File: src/color_organ_peak_autocal_assert.svh
// Assertion macros for the color organ peak auto-calibration block.
// Depends on nothing; define NO_ASSERTIONS to compile them out.
`ifndef COLOR_ORGAN_PEAK_AUTOCAL_ASSERT_SVH
`define COLOR_ORGAN_PEAK_AUTOCAL_ASSERT_SVH
`ifndef NO_ASSERTIONS
// same-cycle implication
`define COPA_ASSERT_IMPL(label, ante, cons) \
    label: assert property (@(posedge clk) disable iff (!rst_n) (ante) |-> (cons)) \
        else $error("copa assertion failed");
// next-cycle implication
`define COPA_ASSERT_NEXT(label, ante, cons) \
    label: assert property (@(posedge clk) disable iff (!rst_n) (ante) |=> (cons)) \
        else $error("copa assertion failed");
`else
`define COPA_ASSERT_IMPL(label, ante, cons)
`define COPA_ASSERT_NEXT(label, ante, cons)
`endif
`endif

File: src/copa_pkg.sv
// Shared constants, payload structs and divider result type for the
// color organ peak auto-calibration block. No dependencies.
package copa_pkg;

    localparam int FIELD_W       = 24;
    localparam int LEVEL_BITS    = 24;
    localparam int FRAC_SHIFT    = 8;                       // Q24.0 -> Q24.8
    localparam int CAL_W         = LEVEL_BITS + FRAC_SHIFT;
    localparam int QUOT_BITS     = 8;
    localparam int NUM_W         = CAL_W + QUOT_BITS;
    localparam int STEP_W        = $clog2(QUOT_BITS + 1);
    localparam int WARMUP_FRAMES = 10;
    localparam int WARM_W        = 4;
    localparam int FULL_SCALE    = 100;
    localparam int BRIGHT_W      = 7;
    localparam int DECAY_NUM     = 65529;
    localparam int DECAY_SHIFT   = 16;
    localparam int PROD_W        = CAL_W + DECAY_SHIFT;
    localparam int NBANDS        = 3;
    localparam int BAND_W        = 2;
    localparam int CFG_IDX_W     = 2;
    localparam int CAL_INIT_RST  = 256;

    typedef enum logic [CFG_IDX_W-1:0] {
        CFG_AUTOCAL   = 2'd0,
        CFG_LOW_INIT  = 2'd1,
        CFG_MID_INIT  = 2'd2,
        CFG_HIGH_INIT = 2'd3
    } copa_cfg_idx_t;

    typedef struct packed {
        logic               new_song;
        logic [FIELD_W-1:0] low_level;
        logic [FIELD_W-1:0] mid_level;
        logic [FIELD_W-1:0] high_level;
    } copa_in_t;

    typedef struct packed {
        logic                leds_valid;
        logic [BRIGHT_W-1:0] red_brightness;
        logic [BRIGHT_W-1:0] green_brightness;
        logic [BRIGHT_W-1:0] blue_brightness;
        logic                cal_raised;
        logic                clipped;
    } copa_out_t;

    typedef struct packed {
        logic                 ovf;     // num >= den << QUOT_BITS
        logic [QUOT_BITS-1:0] quot;
        logic                 rem_nz;
    } copa_div_res_t;

endpackage

File: src/copa_div.sv
// Iterative restoring divider, one quotient bit per cycle, with an
// overflow check in the first step. Depends on copa_pkg.
module copa_div
(
    input  logic                           clk,
    input  logic                           rst_n,
    input  logic                           start,
    input  logic [copa_pkg::NUM_W-1:0]     num,
    input  logic [copa_pkg::CAL_W-1:0]     den,
    output logic                           done,
    output copa_pkg::copa_div_res_t        res
);

    logic                               busy_reg;
    logic                               done_reg;
    logic [copa_pkg::STEP_W-1:0]        step_reg;
    logic [copa_pkg::NUM_W-1:0]         rem_reg;
    logic [copa_pkg::NUM_W-1:0]         dsr_reg;
    logic [copa_pkg::QUOT_BITS-1:0]     quot_reg;
    logic                               ovf_reg;
    logic                               ge;

    assign ge = (rem_reg >= dsr_reg);

    always_ff @(posedge clk or negedge rst_n)
    begin
        if (!rst_n)
        begin
            busy_reg <= 1'b0;
            done_reg <= 1'b0;
            step_reg <= '0;
        end
        else
        begin
            done_reg <= 1'b0;
            if (start)
            begin
                busy_reg <= 1'b1;
                step_reg <= copa_pkg::STEP_W'(copa_pkg::QUOT_BITS);
            end
            else if (busy_reg)
            begin
                if ((step_reg == copa_pkg::STEP_W'(copa_pkg::QUOT_BITS) && ge) ||
                    step_reg == '0)
                begin
                    busy_reg <= 1'b0;
                    done_reg <= 1'b1;
                end
                else
                begin
                    step_reg <= step_reg - 1'b1;
                end
            end
        end
    end

    always_ff @(posedge clk)
    begin
        if (start)
        begin
            rem_reg  <= num;
            dsr_reg  <= copa_pkg::NUM_W'(den) << copa_pkg::QUOT_BITS;
            quot_reg <= '0;
            ovf_reg  <= 1'b0;
        end
        else if (busy_reg)
        begin
            if (step_reg == copa_pkg::STEP_W'(copa_pkg::QUOT_BITS))
            begin
                // overflow probe only, nothing subtracted
                ovf_reg <= ge;
            end
            else
            begin
                if (ge)
                begin
                    rem_reg <= rem_reg - dsr_reg;
                end
                quot_reg <= {quot_reg[copa_pkg::QUOT_BITS-2:0], ge};
            end
            dsr_reg <= dsr_reg >> 1;
        end
    end

    assign done       = done_reg;
    assign res.ovf    = ovf_reg;
    assign res.quot   = quot_reg;
    assign res.rem_nz = (rem_reg != '0);

endmodule

File: src/color_organ_peak_autocal.sv
// Color organ with peak-following auto gain: top level, sequencer and state.
// Depends on copa_pkg, copa_div and color_organ_peak_autocal_assert.svh.
//
// One frame of three band levels gives one result. A warm-up frame goes from
// idle straight to S_DONE, which loads its result into the output register. In
// auto mode a normal frame first updates the calibration of each of the three
// bands in turn; with fixed calibrations this is skipped. Then three divisions
// run one after another on the single shared divider. Each division is made up
// of launch, nine divider steps and hand-back. A band whose ratio is 256 or more
// stops after the first divider step. in_ready is high only while the sequencer
// is idle. A finished result sits in the output register while the next request
// is taken. The sequencer stalls before loading a new result while the previous
// one is still waiting. Configuration writes are accepted every cycle. New
// calibration init values apply at the next new_song frame. No clearing pass
// after reset.
`include "color_organ_peak_autocal_assert.svh"

module color_organ_peak_autocal
(
    input  logic                               clk,
    input  logic                               rst_n,
    input  logic                               in_valid,
    output logic                               in_ready,
    input  copa_pkg::copa_in_t                 in_item,
    output logic                               out_valid,
    input  logic                               out_ready,
    output copa_pkg::copa_out_t                out_item,
    input  logic                               cfg_valid,
    output logic                               cfg_ready,
    input  logic [copa_pkg::CFG_IDX_W-1:0]     cfg_index,
    input  logic [copa_pkg::FIELD_W-1:0]       cfg_data
);

    typedef enum logic [2:0] {
        S_IDLE,
        S_CAL,
        S_DIV_GO,
        S_DIV_WAIT,
        S_DONE
    } state_t;

    state_t                              state_reg;
    logic [copa_pkg::BAND_W-1:0]         band_reg;
    logic [copa_pkg::WARM_W-1:0]         warmup_reg;
    logic                                autocal_reg;
    logic [copa_pkg::FIELD_W-1:0]        cal_init_reg [copa_pkg::NBANDS];
    logic [copa_pkg::CAL_W-1:0]          band_cal_reg [copa_pkg::NBANDS];
    logic [copa_pkg::FIELD_W-1:0]        level_reg    [copa_pkg::NBANDS];
    logic [copa_pkg::BRIGHT_W-1:0]       bright_reg   [copa_pkg::NBANDS];
    logic                                leds_reg;
    logic                                raised_reg;
    logic                                clip_reg;
    logic                                out_valid_reg;
    copa_pkg::copa_out_t                 out_item_reg;

    logic                                in_fire;
    logic [copa_pkg::WARM_W-1:0]         warm_eff;
    logic [copa_pkg::FIELD_W-1:0]        in_level [copa_pkg::NBANDS];
    logic [copa_pkg::CAL_W-1:0]          lvl_q;
    logic [copa_pkg::CAL_W-1:0]          cal_cur;
    logic [copa_pkg::PROD_W-1:0]         decay_prod;
    logic [copa_pkg::CAL_W-1:0]          cal_upd;
    logic                                peak;
    logic [copa_pkg::NUM_W-1:0]          div_num;
    logic                                div_start;
    logic                                div_done;
    copa_pkg::copa_div_res_t             div_res;
    logic                                lvl_zero;
    logic                                div_clip;
    logic [copa_pkg::BRIGHT_W-1:0]       band_bright;
    logic                                last_band;

    assign in_ready  = (state_reg == S_IDLE);
    assign in_fire   = in_valid && in_ready;
    assign cfg_ready = 1'b1;
    assign out_valid = out_valid_reg;
    assign out_item  = out_item_reg;

    assign in_level[0] = in_item.low_level;
    assign in_level[1] = in_item.mid_level;
    assign in_level[2] = in_item.high_level;

    assign warm_eff  = in_item.new_song ? '0 : warmup_reg;
    assign last_band = (band_reg == copa_pkg::BAND_W'(copa_pkg::NBANDS - 1));

    // calibration update for the current band
    assign lvl_q      = copa_pkg::CAL_W'(level_reg[band_reg]) << copa_pkg::FRAC_SHIFT;
    assign cal_cur    = band_cal_reg[band_reg];
    assign decay_prod = copa_pkg::PROD_W'(cal_cur) *
                        copa_pkg::PROD_W'(copa_pkg::DECAY_NUM);
    assign peak       = (lvl_q > cal_cur);
    assign cal_upd    = peak ? lvl_q
                             : decay_prod[copa_pkg::PROD_W-1:copa_pkg::DECAY_SHIFT];

    assign div_num   = copa_pkg::NUM_W'(lvl_q) * copa_pkg::NUM_W'(copa_pkg::FULL_SCALE);
    assign div_start = (state_reg == S_DIV_GO);

    // clip when the exact ratio exceeds full scale (zero cal with nonzero level too)
    assign lvl_zero = (level_reg[band_reg] == '0);
    assign div_clip = div_res.ovf ||
                      (div_res.quot > copa_pkg::QUOT_BITS'(copa_pkg::FULL_SCALE)) ||
                      ((div_res.quot == copa_pkg::QUOT_BITS'(copa_pkg::FULL_SCALE)) &&
                       div_res.rem_nz);

    always_comb
    begin
        if (lvl_zero)
        begin
            band_bright = '0;
        end
        else if (div_clip)
        begin
            band_bright = copa_pkg::BRIGHT_W'(copa_pkg::FULL_SCALE);
        end
        else
        begin
            band_bright = div_res.quot[copa_pkg::BRIGHT_W-1:0];
        end
    end

    copa_div u_div
    (
        .clk   (clk),
        .rst_n (rst_n),
        .start (div_start),
        .num   (div_num),
        .den   (cal_cur),
        .done  (div_done),
        .res   (div_res)
    );

    // configuration registers
    always_ff @(posedge clk or negedge rst_n)
    begin
        if (!rst_n)
        begin
            autocal_reg <= 1'b1;
            for (int b = 0; b < copa_pkg::NBANDS; b++)
            begin
                cal_init_reg[b] <= copa_pkg::FIELD_W'(copa_pkg::CAL_INIT_RST);
            end
        end
        else if (cfg_valid && cfg_ready)
        begin
            unique case (copa_pkg::copa_cfg_idx_t'(cfg_index))
                copa_pkg::CFG_AUTOCAL:   autocal_reg     <= cfg_data[0];
                copa_pkg::CFG_LOW_INIT:  cal_init_reg[0] <= cfg_data;
                copa_pkg::CFG_MID_INIT:  cal_init_reg[1] <= cfg_data;
                copa_pkg::CFG_HIGH_INIT: cal_init_reg[2] <= cfg_data;
            endcase
        end
    end

    // frame payload, no reset needed
    always_ff @(posedge clk)
    begin
        if (in_fire)
        begin
            for (int b = 0; b < copa_pkg::NBANDS; b++)
            begin
                level_reg[b] <= in_level[b];
            end
        end
    end

    // sequencer, calibration state and output register
    always_ff @(posedge clk or negedge rst_n)
    begin
        if (!rst_n)
        begin
            state_reg     <= S_IDLE;
            band_reg      <= '0;
            warmup_reg    <= '0;
            leds_reg      <= 1'b0;
            raised_reg    <= 1'b0;
            clip_reg      <= 1'b0;
            out_valid_reg <= 1'b0;
            out_item_reg  <= '0;
            for (int b = 0; b < copa_pkg::NBANDS; b++)
            begin
                band_cal_reg[b] <= copa_pkg::CAL_W'(copa_pkg::CAL_INIT_RST)
                                   << copa_pkg::FRAC_SHIFT;
                bright_reg[b]   <= '0;
            end
        end
        else
        begin
            // S_DONE reloads the output register itself
            if (out_valid_reg && out_ready && state_reg != S_DONE)
            begin
                out_valid_reg <= 1'b0;
            end

            unique case (state_reg)
                S_IDLE:
                begin
                    if (in_fire)
                    begin
                        band_reg   <= '0;
                        raised_reg <= 1'b0;
                        clip_reg   <= 1'b0;
                        if (in_item.new_song)
                        begin
                            for (int b = 0; b < copa_pkg::NBANDS; b++)
                            begin
                                band_cal_reg[b] <= copa_pkg::CAL_W'(cal_init_reg[b])
                                                   << copa_pkg::FRAC_SHIFT;
                            end
                        end
                        if (warm_eff < copa_pkg::WARM_W'(copa_pkg::WARMUP_FRAMES))
                        begin
                            warmup_reg <= warm_eff + 1'b1;
                            leds_reg   <= 1'b0;
                            for (int b = 0; b < copa_pkg::NBANDS; b++)
                            begin
                                bright_reg[b] <= '0;
                            end
                            state_reg <= S_DONE;
                        end
                        else
                        begin
                            warmup_reg <= warm_eff;
                            leds_reg   <= 1'b1;
                            state_reg  <= autocal_reg ? S_CAL : S_DIV_GO;
                        end
                    end
                end

                S_CAL:
                begin
                    band_cal_reg[band_reg] <= cal_upd;
                    raised_reg             <= raised_reg | peak;
                    if (last_band)
                    begin
                        band_reg  <= '0;
                        state_reg <= S_DIV_GO;
                    end
                    else
                    begin
                        band_reg <= band_reg + 1'b1;
                    end
                end

                S_DIV_GO:
                begin
                    state_reg <= S_DIV_WAIT;
                end

                S_DIV_WAIT:
                begin
                    if (div_done)
                    begin
                        bright_reg[band_reg] <= band_bright;
                        clip_reg             <= clip_reg | (!lvl_zero && div_clip);
                        if (last_band)
                        begin
                            state_reg <= S_DONE;
                        end
                        else
                        begin
                            band_reg  <= band_reg + 1'b1;
                            state_reg <= S_DIV_GO;
                        end
                    end
                end

                S_DONE:
                begin
                    if (!out_valid_reg || out_ready)
                    begin
                        out_valid_reg                 <= 1'b1;
                        out_item_reg.leds_valid       <= leds_reg;
                        out_item_reg.red_brightness   <= bright_reg[0];
                        out_item_reg.green_brightness <= bright_reg[1];
                        out_item_reg.blue_brightness  <= bright_reg[2];
                        out_item_reg.cal_raised       <= raised_reg;
                        out_item_reg.clipped          <= clip_reg;
                        state_reg                     <= S_IDLE;
                    end
                end

                default:
                begin
                    state_reg <= S_IDLE;
                end
            endcase
        end
    end

    `COPA_ASSERT_NEXT(a_busy_after_request, in_valid && in_ready, !in_ready)
    `COPA_ASSERT_IMPL(a_warmup_bounded, 1'b1, warmup_reg <= copa_pkg::WARM_W'(10))
    `COPA_ASSERT_IMPL(a_warmup_result_blank, out_valid && !out_item.leds_valid, out_item == '0)
    `COPA_ASSERT_IMPL(a_div_only_when_waiting, div_done, state_reg == S_DIV_WAIT)

endmodule
File: config.mk
export PLATFORM = sky130hd
export DESIGN_NAME = color_organ_peak_autocal
export DESIGN_NICKNAME = d
export VERILOG_FILES = /design/src/copa_pkg.sv /design/src/copa_div.sv /design/src/color_organ_peak_autocal.sv
export VERILOG_INCLUDE_DIRS = /design/src /design/src/src
export SDC_FILE = /design/constraint.sdc
export NUM_CORES = 2
export LEC_CHECK = 0
export ABC_AREA = 1
export BUFFER_PORTS_ARGS = -buffer_cell sky130_fd_sc_hd__clkbuf_2
export CAP_MARGIN = 40
export CORE_MARGIN = 3
export CORE_UTILIZATION = 30
export DETAILED_ROUTE_END_ITERATION = 6
export PLACE_DENSITY_LB_ADDON = 0.25
export SETUP_SLACK_MARGIN = 0.05
export SYNTH_ARGS = -nofsm -noshare
export SYNTH_HDL_FRONTEND = slang
export SYNTH_HIERARCHICAL = 1
export SYNTH_SLANG_ARGS = --single-unit
File: constraint.sdc
create_clock -name clk -period 8.5 [get_ports clk]
set_input_delay 0 -clock clk [delete_from_list [all_inputs] [get_ports clk]]
set_output_delay 0 -clock clk [all_outputs]
set_load 0.05 [all_outputs]
==> flow_metrics.env <==
export IMPL_fin_cells=5859
export IMPL_n_fill_cell=11600
export IMPL_clock_sinks=394
export IMPL_yosys_most_used_dff="dfrtp_1"
export IMPL_top_usage_layer="met2"
export IMPL_min_period_over_period_pct=92.1
export IMPL_coreArea_sq_um=112000
export IMPL_cp_required_ns=9.01
export IMPL_cpMaxStageDelayCell="fa_1"
export IMPL_yosysTopAreaCellShare_pct=16.7
export IMPL_status="complete, no violations"
export IMPL_r2r_slack_ns=0.67
export IMPL_grt_setup_unrepaired="false"
export IMPL_yosysTopAreaCell="fa_1"
export IMPL_synth_edf_count=144
export IMPL_regArea_sq_um=10500
export IMPL_start_kind="flip-flop"
export IMPL_grt_max_degree=118
export IMPL_portBuffers=129
export IMPL_synth_most_common_cell="inv_1"
export IMPL_setup_tns_ns=0
export IMPL_slew_headroom_pct=35.2
export IMPL_grtUsageTotal_pct=18.1
export IMPL_setup_viol_count_final=0
export IMPL_clk_latency_ns=0.63
export IMPL_viasPerCell=4.74
export IMPL_post_route_util_pct=35.3
export IMPL_synthDistinctLibCells=65
export IMPL_ys_ff_latch=394
export IMPL_cap_violations=0
export IMPL_grt_pass1_vias=27900
export IMPL_cp_max_fo=36
export IMPL_synth_avg_cell_area_sq_um=8.33
export IMPL_hp_class="in -> async"
export IMPL_worstSetupEndpointType="flip-flop"
export IMPL_die_w_um=343
export IMPL_finClkSkew_ns=0.0375
export IMPL_start_util_pct=30.5
export IMPL_ios=131
export IMPL_antenna_found_initial=1
export IMPL_arrival_ns=8.34
export IMPL_cpPeakStageDelay_ns=0.78
export IMPL_finalInstanceArea_sq_um=39400
export IMPL_routedWlPerCell_um=18.0
export IMPL_clock_root_buffer="clkbuf_16"
export IMPL_drt_wl_total_um=106000
export IMPL_power_density_nw_per_um2=113
export IMPL_grt_pass1_wl_um=165000
export IMPL_yosys_top_cells_count="844 x inv_1, 774 x nand2_1, 290 x ha_1"
export IMPL_critPathKind="reg -> reg"
export IMPL_final_hold_viol_count=0
export IMPL_gp_congestion=0.956
export IMPL_use_met2_pct=29.0
export IMPL_dp_cells=5667
export IMPL_place_ws_ns=0.725
export IMPL_die_area_sq_um=118000
export IMPL_cts_buffers=47
export IMPL_die_h_um=343
export IMPL_drt_pass1_iterations=5
export IMPL_place_area_sq_um=36700
export IMPL_syn_inst=4086
export IMPL_synthArstFlopShare_pct=59.1
export IMPL_cts_tree="yes"
export IMPL_largest_register_ffs=96
export IMPL_max_freq_mhz=128
export IMPL_grt_ovfl_total=0
export IMPL_worst_slack_ns=0.667
export IMPL_multi_input_area_sq_um=19900
export IMPL_layout_min_cycle_time_ns=7.83
export IMPL_post_dp_hpwl_um=84900
export IMPL_drc_errors=0
export IMPL_path_clk_slew_ns=0.06
export IMPL_use_met1_pct=25.2
export IMPL_antennaDiodeCount=0
export IMPL_areaGrowthSynthToFinish_pct=15.8
export IMPL_vias=27800
export IMPL_p_leak_nw=19.2
export IMPL_ctsLongestPathBuffers=3
export IMPL_syn_area_sq_um=34000
export IMPL_drive_gt1_share_pct=8.85
export IMPL_layout_nets=5010
export IMPL_ant_nets=0
export IMPL_synth_area_leaders="fa_1 17%, dfrtp_1 17%, edfxtp_1 13%"
export IMPL_ctsHtreeMaxLevel=2
export IMPL_drtIter0Drc=2030
export IMPL_vdd_drop_max_mv=0.155
export IMPL_ys_seq_area_share_pct=30.9
export IMPL_yosysWarnings=6
export IMPL_gr_usage_met3_pct=2.82
export IMPL_rows=122
export IMPL_tightestPinTransition_ns=0.962
export IMPL_maxSlewViolCount=0
[per-stage QoR]
step	hold WS (ns)	power (mW)
finish	0.0490	4.47
global route	0.0612	4.64
CTS	0.0290	4.53
detailed placement	0.159	2.21
global placement	0.165	2.21
floorplan	-0.296	2.14
[critical path: cells and delay by family (launching register included)]
kind / cells / cell delay (ns)
adders and majority gates: 7 / 3.79
buffers and inverters: 9 / 1.36
AOI/OAI and AO/OA: 6 / 1.25
and+or+nand+nor: 6 / 0.92
DFF: 1 / 0.36
[worst paths after layout]
kind	endpoint	from	depth (start not counted)
min in group clk	level_reg[2][12]	in_item[12]	2
hold reg to reg	u_div/dsr_reg[0]	u_div/dsr_reg[0]	2
hold / removal	out_item[2]	rst_n	2
setup / recovery	band_cal_reg[90]	band_reg[0]	28
max in group asynchronous	cal_init_reg[13]	rst_n	3
setup reg to reg	band_cal_reg[90]	band_reg[0]	28
[report_power, final]
group,internal (mW),switching (mW)
sequential,2.02,0.0327
combinational,0.0763,0.0780
clock,1.40,0.863
[kinds of logic after synthesis]
family / Yosys count / synth area share (%)
buf+inv: 959 / 10.8
xor+xnor: 42 / 1.08
other cells: 2 / 0.0221
compound gates: 687 / 11.6
simple gates: 1428 / 18.3
flops: 394 / 30.9
fa+ha+maj: 574 / 27.4
[layer usage]
layer	up-vias	routed length (um)	share of wire (%)
met5	-	0	0
li1	13500	-	-
met3	128	6000	5.7
met2	729	48300	46
met1	13400	47600	45
met4	0	3740	3.5
[cell type report]
cell class	instances	area share (%)
tap	1488	4.72
inverter	861	8.21
timing repair buffer	285	5.49
clock buffer	63	3.34
sequential	394	26.6
clock inverter	25	1.06
multi-input combinational	2743	50.5
[layout by cell type (no fill, tap or decap), types with 13 or more instances in the layout]
cell type / instances
o21ai_0: 288
buf_4: 44
xor2_1: 23
clkbuf_2: 128
nor3_1: 24
o21ai_1: 17
nor2_1: 211
nand2_2: 25
ha_1: 290
fa_1: 284
nand3_2: 13
o21bai_1: 21
xnor2_1: 19
dlygate4sd3_1: 104
o21a_1: 35
dfxtp_1: 17
nand4_1: 22
nand3_1: 270
nand2_1: 773
dfrtp_1: 226
inv_1: 844
a21oi_1: 177
o211ai_1: 33
clkbuf_16: 48
or2_2: 34
edfxtp_1: 144
o22ai_1: 46
[what timing repair did]
item / 4_1_cts / 5_1_grt
hold endpoints to repair: 273 / 0
hold buffers: 104 / 0
setup endpoints to repair: 0 / 0
buffers inserted: 0 / 0
resized for setup: 0 / 0
Note: power is estimated with default switching activity, not from simulation.
